File: config.mk
export PLATFORM = sky130hd
export DESIGN_NAME = hex_record_flash_parser_flat
export DESIGN_NICKNAME = d
export VERILOG_FILES = /design/src/hdl/hrfp_pkg.sv /design/src/hdl/hrfp_if.sv /design/src/hdl/hrfp_front.sv /design/src/hdl/hrfp_fifo.sv /design/src/hdl/hrfp_back.sv /design/src/hdl/hex_record_flash_parser.sv /design/src/flat_wrapper.sv
export SDC_FILE = /design/constraint.sdc
export NUM_CORES = 1
export LEC_CHECK = 0
export BUFFER_PORTS_ARGS = -buffer_cell sky130_fd_sc_hd__buf_4
export CORE_MARGIN = 1.5
export CORE_UTILIZATION = 60
export DETAILED_ROUTE_END_ITERATION = 16
export GPL_ROUTABILITY_DRIVEN = 0
export PLACE_DENSITY = 0.8
export SYNTH_ARGS = -nofsm -noshare
export SYNTH_HDL_FRONTEND = slang
export SYNTH_SLANG_ARGS = --single-unit
File: constraint.sdc
create_clock -name i_clk -period 6.2 [get_ports i_clk]
set_input_delay 1.24 -clock i_clk [delete_from_list [all_inputs] [get_ports i_clk]]
set_output_delay 1.24 -clock i_clk [all_outputs]
set_load 0.02 [all_outputs]
File: src/hdl/hrfp_pkg.sv
// Shared types, constants and helpers for the HEX record parser.
`timescale 1ns / 1ps

package hrfp_pkg;

    localparam int unsigned POS_W              = 7;
    localparam int unsigned MAX_LINE_CHARS_DEF = 64;
    localparam int unsigned FIFO_DEPTH         = 2;

    localparam logic [7:0]       ASCII_NL      = 8'h0A;
    localparam logic [POS_W-1:0] DATA_START    = POS_W'(9);
    localparam logic [POS_W-1:0] ADDR_FIRST    = POS_W'(3);
    localparam logic [POS_W-1:0] TYPE_FIRST    = POS_W'(7);
    // start mark, count, address, type and checksum characters
    localparam logic [9:0]       LINE_OVERHEAD = 10'd11;

    localparam logic [7:0] TYPE_DATA       = 8'h00;
    localparam logic [7:0] TYPE_EOF        = 8'h01;
    localparam logic [7:0] TYPE_EXT_LINEAR = 8'h04;

    typedef enum logic [1:0] {
        ST_OK        = 2'd0,
        ST_BAD_DIGIT = 2'd1,
        ST_TOO_LONG  = 2'd2
    } t_status;

    typedef enum logic {
        RK_WRITE  = 1'b0,
        RK_FINISH = 1'b1
    } t_result_kind;

    typedef struct packed {
        logic             is_nl;
        logic             overlong;
        logic [POS_W-1:0] pos;
        logic             hex_ok;
        logic [3:0]       digit;
    } t_token;

    typedef struct packed {
        t_result_kind result_kind;
        logic [31:0]  write_address;
        logic [15:0]  write_halfword;
        logic [7:0]   record_type;
        t_status      record_status;
        logic         send_ack;
        logic         end_of_file;
    } t_result;

    typedef struct packed {
        logic       ok;
        logic [3:0] val;
    } t_hex;

    // Upper-case hex digits only.
    function automatic t_hex hex_decode(input logic [7:0] c);
        t_hex h;
        h.ok  = 1'b0;
        h.val = 4'h0;
        if (c >= 8'h30 && c <= 8'h39) begin
            h.ok  = 1'b1;
            h.val = 4'(c - 8'h30);
        end else if (c >= 8'h41 && c <= 8'h46) begin
            h.ok  = 1'b1;
            h.val = 4'(c - 8'h37);
        end
        return h;
    endfunction

endpackage

File: src/hdl/hrfp_if.sv
// Valid/ready channel interfaces for characters in and results out.
`timescale 1ns / 1ps

interface hrfp_in_if;
    logic       valid;
    logic       ready;
    logic [7:0] rx_char;

    modport source (output valid, output rx_char, input ready);
    modport sink   (input valid, input rx_char, output ready);
endinterface

interface hrfp_out_if;
    logic        valid;
    logic        ready;
    logic        result_kind;
    logic [31:0] write_address;
    logic [15:0] write_halfword;
    logic [7:0]  record_type;
    logic [1:0]  record_status;
    logic        send_ack;
    logic        end_of_file;

    modport source (
        output valid, input ready,
        output result_kind, output write_address, output write_halfword,
        output record_type, output record_status, output send_ack,
        output end_of_file
    );
    modport sink (
        input valid, output ready,
        input result_kind, input write_address, input write_halfword,
        input record_type, input record_status, input send_ack,
        input end_of_file
    );
endinterface

File: src/hdl/hrfp_front.sv
// Front end: takes characters, tracks line position and classifies each beat.
`timescale 1ns / 1ps

module hrfp_front #(
    parameter int unsigned MAX_LINE_CHARS = hrfp_pkg::MAX_LINE_CHARS_DEF
) (
    input  logic             i_clk,
    input  logic             i_rst_n,
    hrfp_in_if.sink          i_rx,
    input  logic             i_full,
    output logic             o_push,
    output hrfp_pkg::t_token o_token
);

    localparam logic [hrfp_pkg::POS_W-1:0] MaxPos = hrfp_pkg::POS_W'(MAX_LINE_CHARS);

    logic [hrfp_pkg::POS_W-1:0] r_pos;
    logic [hrfp_pkg::POS_W-1:0] n_pos;
    hrfp_pkg::t_hex             hex;

    assign i_rx.ready = !i_full;
    assign o_push     = i_rx.valid && !i_full;
    assign hex        = hrfp_pkg::hex_decode(i_rx.rx_char);

    always_comb begin
        o_token.is_nl    = (i_rx.rx_char == hrfp_pkg::ASCII_NL);
        o_token.overlong = (r_pos >= MaxPos);
        o_token.pos      = r_pos;
        o_token.hex_ok   = hex.ok;
        o_token.digit    = hex.val;

        n_pos = r_pos;
        if (o_push) begin
            if (o_token.is_nl) begin
                n_pos = '0;
            end else if (!o_token.overlong) begin
                n_pos = r_pos + 1'b1;
            end
        end
    end

    always_ff @(posedge i_clk) begin
        if (!i_rst_n) begin
            r_pos <= '0;
        end else begin
            r_pos <= n_pos;
        end
    end

endmodule

File: src/hdl/hrfp_fifo.sv
// Short queue of classified beats between front and back ends.
`timescale 1ns / 1ps

module hrfp_fifo (
    input  logic             i_clk,
    input  logic             i_rst_n,
    input  logic             i_push,
    input  hrfp_pkg::t_token i_data,
    output logic             o_full,
    input  logic             i_pop,
    output hrfp_pkg::t_token o_data,
    output logic             o_empty
);

    localparam int unsigned PtrW = $clog2(hrfp_pkg::FIFO_DEPTH);
    localparam int unsigned CntW = $clog2(hrfp_pkg::FIFO_DEPTH + 1);

    hrfp_pkg::t_token r_mem [hrfp_pkg::FIFO_DEPTH];
    logic [PtrW-1:0]  r_wr_ptr;
    logic [PtrW-1:0]  r_rd_ptr;
    logic [CntW-1:0]  r_count;

    assign o_full  = (r_count == CntW'(hrfp_pkg::FIFO_DEPTH));
    assign o_empty = (r_count == '0);
    assign o_data  = r_mem[r_rd_ptr];

    always_ff @(posedge i_clk) begin
        if (i_push) begin
            r_mem[r_wr_ptr] <= i_data;
        end
    end

    always_ff @(posedge i_clk) begin
        if (!i_rst_n) begin
            r_wr_ptr <= '0;
            r_rd_ptr <= '0;
            r_count  <= '0;
        end else begin
            if (i_push) begin
                r_wr_ptr <= (r_wr_ptr == PtrW'(hrfp_pkg::FIFO_DEPTH - 1)) ? '0
                                                                           : r_wr_ptr + 1'b1;
            end
            if (i_pop) begin
                r_rd_ptr <= (r_rd_ptr == PtrW'(hrfp_pkg::FIFO_DEPTH - 1)) ? '0
                                                                           : r_rd_ptr + 1'b1;
            end
            if (i_push && !i_pop) begin
                r_count <= r_count + 1'b1;
            end else if (!i_push && i_pop) begin
                r_count <= r_count - 1'b1;
            end
        end
    end

endmodule

File: src/hdl/hrfp_back.sv
// Back end: record decoding, halfword writes and the result register.
`timescale 1ns / 1ps

module hrfp_back (
    input  logic             i_clk,
    input  logic             i_rst_n,
    input  hrfp_pkg::t_token i_token,
    input  logic             i_empty,
    output logic             o_pop,
    hrfp_out_if.source       o_res
);

    logic [15:0]                r_digit_shift, n_digit_shift;
    logic [7:0]                 r_count, n_count;
    logic [7:0]                 r_type, n_type;
    logic [15:0]                r_upper, n_upper;
    logic [15:0]                r_lower, n_lower;
    logic [6:0]                 r_hw_index, n_hw_index;
    hrfp_pkg::t_status          r_line_error, n_line_error;
    logic                       r_stopped, n_stopped;
    logic                       r_out_valid, n_out_valid;
    hrfp_pkg::t_result          r_out, n_out;

    logic [15:0]                shift_next;
    logic [hrfp_pkg::POS_W-1:0] k;
    logic [8:0]                 ndig;
    logic                       complete;
    logic                       good;
    logic [31:0]                addr;

    assign o_pop = !i_empty && (!r_out_valid || o_res.ready);

    always_comb begin
        n_digit_shift = r_digit_shift;
        n_count       = r_count;
        n_type        = r_type;
        n_upper       = r_upper;
        n_lower       = r_lower;
        n_hw_index    = r_hw_index;
        n_line_error  = r_line_error;
        n_stopped     = r_stopped;
        n_out_valid   = r_out_valid && !o_res.ready;
        n_out         = r_out;

        shift_next = {r_digit_shift[11:0], i_token.digit};
        k          = i_token.pos - hrfp_pkg::DATA_START;
        ndig       = {r_count, 1'b0};
        complete   = ({3'b000, i_token.pos} >= ({1'b0, ndig} + hrfp_pkg::LINE_OVERHEAD));
        good       = (r_line_error == hrfp_pkg::ST_OK) && complete;
        addr       = {r_upper, r_lower} + {24'h0, r_hw_index, 1'b0};

        if (o_pop && !r_stopped) begin
            if (i_token.is_nl) begin
                n_out_valid            = 1'b1;
                n_out.result_kind      = hrfp_pkg::RK_FINISH;
                n_out.write_address    = '0;
                n_out.write_halfword   = '0;
                n_out.record_type      = r_type;
                n_out.record_status    = r_line_error;
                n_out.send_ack         = good && (r_type == hrfp_pkg::TYPE_DATA);
                n_out.end_of_file      = good && (r_type == hrfp_pkg::TYPE_EOF);
                n_stopped              = good && (r_type == hrfp_pkg::TYPE_EOF);
                n_digit_shift          = '0;
                n_count                = '0;
                n_type                 = '0;
                n_hw_index             = '0;
                n_line_error           = hrfp_pkg::ST_OK;
            end else if (i_token.overlong) begin
                if (r_line_error == hrfp_pkg::ST_OK) begin
                    n_line_error = hrfp_pkg::ST_TOO_LONG;
                end
            end else if (i_token.pos != '0 && r_line_error == hrfp_pkg::ST_OK) begin
                if (!i_token.hex_ok) begin
                    n_line_error = hrfp_pkg::ST_BAD_DIGIT;
                end else if (i_token.pos < hrfp_pkg::ADDR_FIRST) begin
                    n_count = {r_count[3:0], i_token.digit};
                end else if (i_token.pos < hrfp_pkg::TYPE_FIRST) begin
                    n_lower = {r_lower[11:0], i_token.digit};
                end else if (i_token.pos < hrfp_pkg::DATA_START) begin
                    n_type = {r_type[3:0], i_token.digit};
                end else begin
                    n_digit_shift = shift_next;
                    if (r_type == hrfp_pkg::TYPE_EXT_LINEAR && k == 7'd3) begin
                        n_upper = shift_next;
                    end else if (r_type == hrfp_pkg::TYPE_DATA && {2'b00, k} < ndig) begin
                        // full halfword on every fourth digit, padded one on an odd last byte
                        if (k[1:0] == 2'd3 ||
                            (k[1:0] == 2'd1 && ({2'b00, k} + 9'd1) == ndig)) begin
                            n_out_valid          = 1'b1;
                            n_out.result_kind    = hrfp_pkg::RK_WRITE;
                            n_out.write_address  = addr;
                            n_out.write_halfword = (k[1:0] == 2'd3) ? shift_next
                                                                    : {shift_next[7:0], 8'h00};
                            n_out.record_type    = '0;
                            n_out.record_status  = hrfp_pkg::ST_OK;
                            n_out.send_ack       = 1'b0;
                            n_out.end_of_file    = 1'b0;
                            n_hw_index           = r_hw_index + 1'b1;
                        end
                    end
                end
            end
        end
    end

    always_ff @(posedge i_clk) begin
        if (!i_rst_n) begin
            r_digit_shift <= '0;
            r_count       <= '0;
            r_type        <= '0;
            r_upper       <= '0;
            r_lower       <= '0;
            r_hw_index    <= '0;
            r_line_error  <= hrfp_pkg::ST_OK;
            r_stopped     <= 1'b0;
            r_out_valid   <= 1'b0;
        end else begin
            r_digit_shift <= n_digit_shift;
            r_count       <= n_count;
            r_type        <= n_type;
            r_upper       <= n_upper;
            r_lower       <= n_lower;
            r_hw_index    <= n_hw_index;
            r_line_error  <= n_line_error;
            r_stopped     <= n_stopped;
            r_out_valid   <= n_out_valid;
        end
    end

    always_ff @(posedge i_clk) begin
        r_out <= n_out;
    end

    assign o_res.valid          = r_out_valid;
    assign o_res.result_kind    = r_out.result_kind;
    assign o_res.write_address  = r_out.write_address;
    assign o_res.write_halfword = r_out.write_halfword;
    assign o_res.record_type    = r_out.record_type;
    assign o_res.record_status  = r_out.record_status;
    assign o_res.send_ack       = r_out.send_ack;
    assign o_res.end_of_file    = r_out.end_of_file;

endmodule

File: src/hdl/hex_record_flash_parser.sv
// Top level of the Intel HEX record parser.
`timescale 1ns / 1ps

// Takes one ASCII character a beat on i_rx and gives halfword write beats and
// record-finished beats on o_res. One character is taken every clock cycle while
// the queue is not full; a result passes through the two-entry queue behind the
// position tracker and then the decoder's result register. Either side may stall
// on its own. Only upper-case hex digits are accepted, the checksum is not
// verified, and after an end-of-file record all input is swallowed until reset.
// No clearing pass is needed after reset.
module hex_record_flash_parser #(
    parameter int unsigned MAX_LINE_CHARS = hrfp_pkg::MAX_LINE_CHARS_DEF
) (
    input  logic        i_clk,
    input  logic        i_rst_n,
    hrfp_in_if.sink     i_rx,
    hrfp_out_if.source  o_res
);

    hrfp_pkg::t_token push_token;
    hrfp_pkg::t_token pop_token;
    logic             push;
    logic             pop;
    logic             full;
    logic             empty;

    hrfp_front #(
        .MAX_LINE_CHARS (MAX_LINE_CHARS)
    ) u_front (
        .i_clk   (i_clk),
        .i_rst_n (i_rst_n),
        .i_rx    (i_rx),
        .i_full  (full),
        .o_push  (push),
        .o_token (push_token)
    );

    hrfp_fifo u_fifo (
        .i_clk   (i_clk),
        .i_rst_n (i_rst_n),
        .i_push  (push),
        .i_data  (push_token),
        .o_full  (full),
        .i_pop   (pop),
        .o_data  (pop_token),
        .o_empty (empty)
    );

    hrfp_back u_back (
        .i_clk   (i_clk),
        .i_rst_n (i_rst_n),
        .i_token (pop_token),
        .i_empty (empty),
        .o_pop   (pop),
        .o_res   (o_res)
    );

endmodule
File: src/flat_wrapper.sv
// flat-port wrapper written by rule: the top's interface ports become plain ports
module hex_record_flash_parser_flat 
#(
    parameter int unsigned MAX_LINE_CHARS = hrfp_pkg::MAX_LINE_CHARS_DEF
)
  (i_clk, i_rst_n, i_rx_valid, i_rx_rx_char, i_rx_ready, o_res_valid, o_res_ready, o_res_result_kind, o_res_write_address, o_res_write_halfword, o_res_record_type, o_res_record_status, o_res_send_ack, o_res_end_of_file);
  hrfp_in_if i_rx_i ();
  hrfp_out_if o_res_i ();
  input  logic i_clk;
  input  logic i_rst_n;
  input wire logic [$bits(i_rx_i.valid)-1:0] i_rx_valid;
  input wire logic [$bits(i_rx_i.rx_char)-1:0] i_rx_rx_char;
  output wire logic [$bits(i_rx_i.ready)-1:0] i_rx_ready;
  output wire logic [$bits(o_res_i.valid)-1:0] o_res_valid;
  input wire logic [$bits(o_res_i.ready)-1:0] o_res_ready;
  output wire logic [$bits(o_res_i.result_kind)-1:0] o_res_result_kind;
  output wire logic [$bits(o_res_i.write_address)-1:0] o_res_write_address;
  output wire logic [$bits(o_res_i.write_halfword)-1:0] o_res_write_halfword;
  output wire logic [$bits(o_res_i.record_type)-1:0] o_res_record_type;
  output wire logic [$bits(o_res_i.record_status)-1:0] o_res_record_status;
  output wire logic [$bits(o_res_i.send_ack)-1:0] o_res_send_ack;
  output wire logic [$bits(o_res_i.end_of_file)-1:0] o_res_end_of_file;
  assign i_rx_i.valid = i_rx_valid;
  assign i_rx_i.rx_char = i_rx_rx_char;
  assign i_rx_ready = i_rx_i.ready;
  assign o_res_valid = o_res_i.valid;
  assign o_res_i.ready = o_res_ready;
  assign o_res_result_kind = o_res_i.result_kind;
  assign o_res_write_address = o_res_i.write_address;
  assign o_res_write_halfword = o_res_i.write_halfword;
  assign o_res_record_type = o_res_i.record_type;
  assign o_res_record_status = o_res_i.record_status;
  assign o_res_send_ack = o_res_i.send_ack;
  assign o_res_end_of_file = o_res_i.end_of_file;
  hex_record_flash_parser #(.MAX_LINE_CHARS(MAX_LINE_CHARS)) u_core (.i_clk(i_clk), .i_rst_n(i_rst_n), .i_rx(i_rx_i), .o_res(o_res_i));
endmodule
==> summary by stage <==
Synthesis
The net count after synthesis is 864. Ranked by total cell area, the synthesized netlist is headed by sky130_fd_sc_hd__edfxtp_1, sky130_fd_sc_hd__dfxtp_1, sky130_fd_sc_hd__nor2_1. Yosys mapped a number of flops with a built-in enable equal to 89. The number of standard cells after synthesis is 821.

During synthesis, Yosys emitted a total of 0 warnings. For this run, the leading register cell type out of synthesis is sky130_fd_sc_hd__edfxtp_1. The fraction of synthesized cell area taken by the top area cell type is 31.61%.

The synthesized area per cell is 10.30 sq um. In this run the cell area of the synthesized design comes to 0.008454 sq mm. The distinct cell type count of the synthesized netlist is 62. Counting flops and latches in the post-synthesis netlist gives 172. By count the netlist is led by sky130_fd_sc_hd__nor2_1, sky130_fd_sc_hd__edfxtp_1, sky130_fd_sc_hd__dfxtp_1.

The most common cell in the synthesized netlist is sky130_fd_sc_hd__nor2_1. Of all flip-flops after synthesis, the portion carrying an async set or reset was 0%. The sequential element share of the synthesized area is 51.27%. The dominant cell type by area after synthesis is sky130_fd_sc_hd__edfxtp_1.

Global route
The number of global-route vias before repair is 6,173. Global routing finished with a remaining overflow of 0. The number of antenna violations at the first check in global routing is 0. The first global-routing pass estimated 30.37 mm of wire.

Entering global routing, the biggest net connects 71 pins. Across every metal layer, demand over resource in global routing totals 27.02%.

Setup path
The start-to-end type of the worst setup path is flop to flop. The critical path goes through buf_4, mux2i_4, ha_1, nor2b_1, o22ai_1, xnor2_1, inv_1, ha_1, o21ai_0, a21oi_1, a311o_1, a21o_1, a211o_1, nand2_2, buf_12. The worst path buffer plus inverter count is 3. Counting buffers and inverters, the worst setup path is 15 cells deep. The slowest stage cell on the critical path is sky130_fd_sc_hd__ha_1. STA classifies the critical path endpoint as a flop. The most repeated library cell on the critical path is sky130_fd_sc_hd__ha_1.

Of all nets on the critical path, the largest fanout is 61. The signal arrival time at the worst endpoint is 5.05 ns. For the worst setup path, the data required time is 6.31 ns. The cell type group with the largest total delay on the critical path is compound AO/OA/AOI/OAI gates. Setup slack on the worst reg-to-reg path comes out at 1.26 ns. The endpoint identified for the worst register-to-register timing path is u_core.u_back.o_res.record_type[3].

The worst setup path is launched from a flop. The worst-case reg-to-reg path depth is 15. In this design, the stage delay of the slowest critical-path cell is 0.45 ns.

Timing
Setup repair after global routing left no endpoint under its margin. For this run, the top clock speed supported by timing is 202.5 MHz. The time the final worst path needs with I/O delays and setup is 4.939 ns. The aggregate negative setup slack is 0 ns.

The final number of hold-violating endpoints is 0. The final critical path takes up 79.67% of the cycle. The final count of negative-setup-slack endpoints is 0.

The relative max-transition margin is 15.30%. Clock skew on the completed layout was measured at 0.01221 ns. The final count of pins violating max slew is 0. The worst hold slack after final layout is 0.5004 ns. At the pin with the least slew margin, the transition time is 1.257 ns.

Routing
The wire length per cell after detailed routing is 17.70 microns. The via count is 6,372. The first detailed-routing pass took 5 iterations.

For this block, the initial DRC count from the detailed router was 613. The count of nets left with antenna violations once routing finished came out at 0. The wire length after detailed routing is 19.06 mm. Dividing the detail-routed via count by the number of cells gives 5.916. The number of design rule violations left after detail routing is 0.

Run
The number of maximum-capacitance violations is 0.

Clocking
The cell chosen for the clock root is sky130_fd_sc_hd__clkbuf_16. Clock tree synthesis inserted a total of 17 buffers. TritonCTS built the clock tree. The H-tree was split into 4 levels. In this run, post-CTS hold repair placed 0 buffers. The number of gates resized after CTS was 0. For this design, the sink count on the clock tree is 172. Counting along the longest clock path gives a buffer depth of 2.

The post-CTS setup-driven buffer insertion count is 0. The insertion delay of the later-clocked pin in the worst-skew pair is 0.44 ns. The clock transition at the register clock pins on the worst setup and hold paths after CTS is 0.07 ns.

Power and ir drop
The leakage power of the design is 3.656 nW. Power spread over the standard cell area amounts to 407.7 mW/mm^2. VDD sags by at most 0.3158 mV. The design draws 3.985 mW.

Placement
Counting tap cells, the placed design contains a total of 1,045 instances. After detailed placement, the total cell area comes to 0.009136 sq mm. The wire-length estimate of the detail-placed layout is 13.12 mm. In this run the tool buffered the top-level ports with 74 buffer cells.

Status
The run finished with clean final reports.

Worst hold path
Along the worst hold path, the cell count comes to 2. The worst hold path belongs to the class flop to flop. The worst hold path begins at u_core.u_fifo.r_rd_ptr.

Floorplan
Row generation in the floorplan step produced 43 rows. The area of the die is 0.01481 sq mm. For this configuration, the core starts out at a cell density of 61.14%.

From left edge to right edge, the die measures 121.7 microns. The top-level port count is 75. In this run the standard cell core region covers 0.01383 sq mm. The vertical die dimension is 121.7 microns.

Finish
The fraction of final layout cells with drive strength greater than 1 is 15.16%. The number of fillers in the final layout is 936. The number of antenna diodes in the final layout is 0. Once layout is done, the placed cells without fillers occupy 0.009776 sq mm. The final non-filler cell total is 1,077. The number of nets in the layout is 927. From synthesis to final layout, the design area changed by 15.63%.
## logic make-up (layout without fill, tap and decap cells)
logic type | after synthesis | count (layout) | share of synthesized area [%]
simple gates | 311 | 311 | 17.61
flops | 172 | 172 | 51.27
compound gates | 122 | 122 | 9.738
buf+inv | 76 | 152 | 3.789
mux | 61 | 61 | 7.947
xor+xnor | 48 | 48 | 4.973
fa+ha+maj | 31 | 31 | 4.677
## registers in the layout, summed over array words and instances, names as in the netlist, 2 cells and up, named ones only
signal                              count
u_core.u_back.r_hw_index                7
u_core.u_front.r_pos                    7
u_core.u_back.o_res.write_address      32
u_core.u_back.r_line_error              2
u_core.u_back.o_res.record_status       2
u_core.u_back.r_upper                  16
u_core.u_fifo.r_mem                    28
u_core.u_back.r_lower                  16
u_core.u_back.r_count                   8
u_core.u_back.r_digit_shift            12
u_core.u_back.r_type                    8
u_core.u_back.o_res.write_halfword     16
u_core.u_fifo.r_count                   2
u_core.u_back.o_res.record_type         8
## routing by layer
layer	track usage [%]	wire length [microns]
met2	47.49	9666
met3	5.712	1044
met1	30.21	7541
met4	16.03	811
met5	0	0
## layout by cell type (no fill, tap or decap), types with 21 or more instances in the layout
cell type,instances
sky130_fd_sc_hd__nand2_1,34
sky130_fd_sc_hd__inv_1,35
sky130_fd_sc_hd__xnor2_1,25
sky130_fd_sc_hd__nor2_1,149
sky130_fd_sc_hd__and2_1,21
sky130_fd_sc_hd__edfxtp_1,89
sky130_fd_sc_hd__a21oi_1,28
sky130_fd_sc_hd__nand3_1,32
sky130_fd_sc_hd__dfxtp_1,83
sky130_fd_sc_hd__buf_4,81
sky130_fd_sc_hd__o21ai_0,22
sky130_fd_sc_hd__mux2i_1,49
sky130_fd_sc_hd__ha_1,30
sky130_fd_sc_hd__xor2_1,23
## tightest hold or removal path: cells and delay by family, from the launching register on
family	cells	cell delay, ns
xor gates and xnor gates	1	0.07
and+or+nand+nor	1	0.07
DFF	1	0.32
## worst max path at each step
stage | slack (ns) | to
2_1_floorplan | 0.94 | u_core.u_back.o_res.end_of_file
3_3_place_gp | 1.65 | u_core.u_back.o_res.write_address[21]
3_5_place_dp | 1.39 | u_core.u_back.o_res.write_address[21]
4_1_cts | 1.38 | u_core.u_back.o_res.record_type[3]
5_1_grt | 1.01 | u_core.u_back.o_res.record_type[0]
6_report | 1.26 | u_core.u_back.o_res.record_type[3]
## power by group
group | leakage (nW) | switching, mW | internal [mW] | total [mW]
Combinational | 1.83 | 0.872 | 0.484 | 1.36
Sequential | 1.52 | 0.0845 | 1.41 | 1.49
Clock | 0.305 | 0.451 | 0.686 | 1.14
Total | 3.66 | 1.41 | 2.58 | 3.99
## stage by stage
stage	setup WS [ns]	utilization, %
finish	1.261	70.70
global route	1.008	70.70
detailed placement	1.386	66.08
global placement	1.654	66.08
floorplan	0.9350	-
CTS	1.379	70.68
## area by class of cell
cell class / instances / area (sq um) / share of cell area, %
well taps: 180 / 225.2 / 2.304
clock buffers: 22 / 485.5 / 4.966
clock inverters: 10 / 151.4 / 1.549
repair buffers: 82 / 628.1 / 6.425
inverters: 38 / 142.6 / 1.459
multi-input cells: 573 / 3809 / 38.96
flip-flops and latches: 172 / 4334 / 44.34
Power figures use the tool's default switching activity.
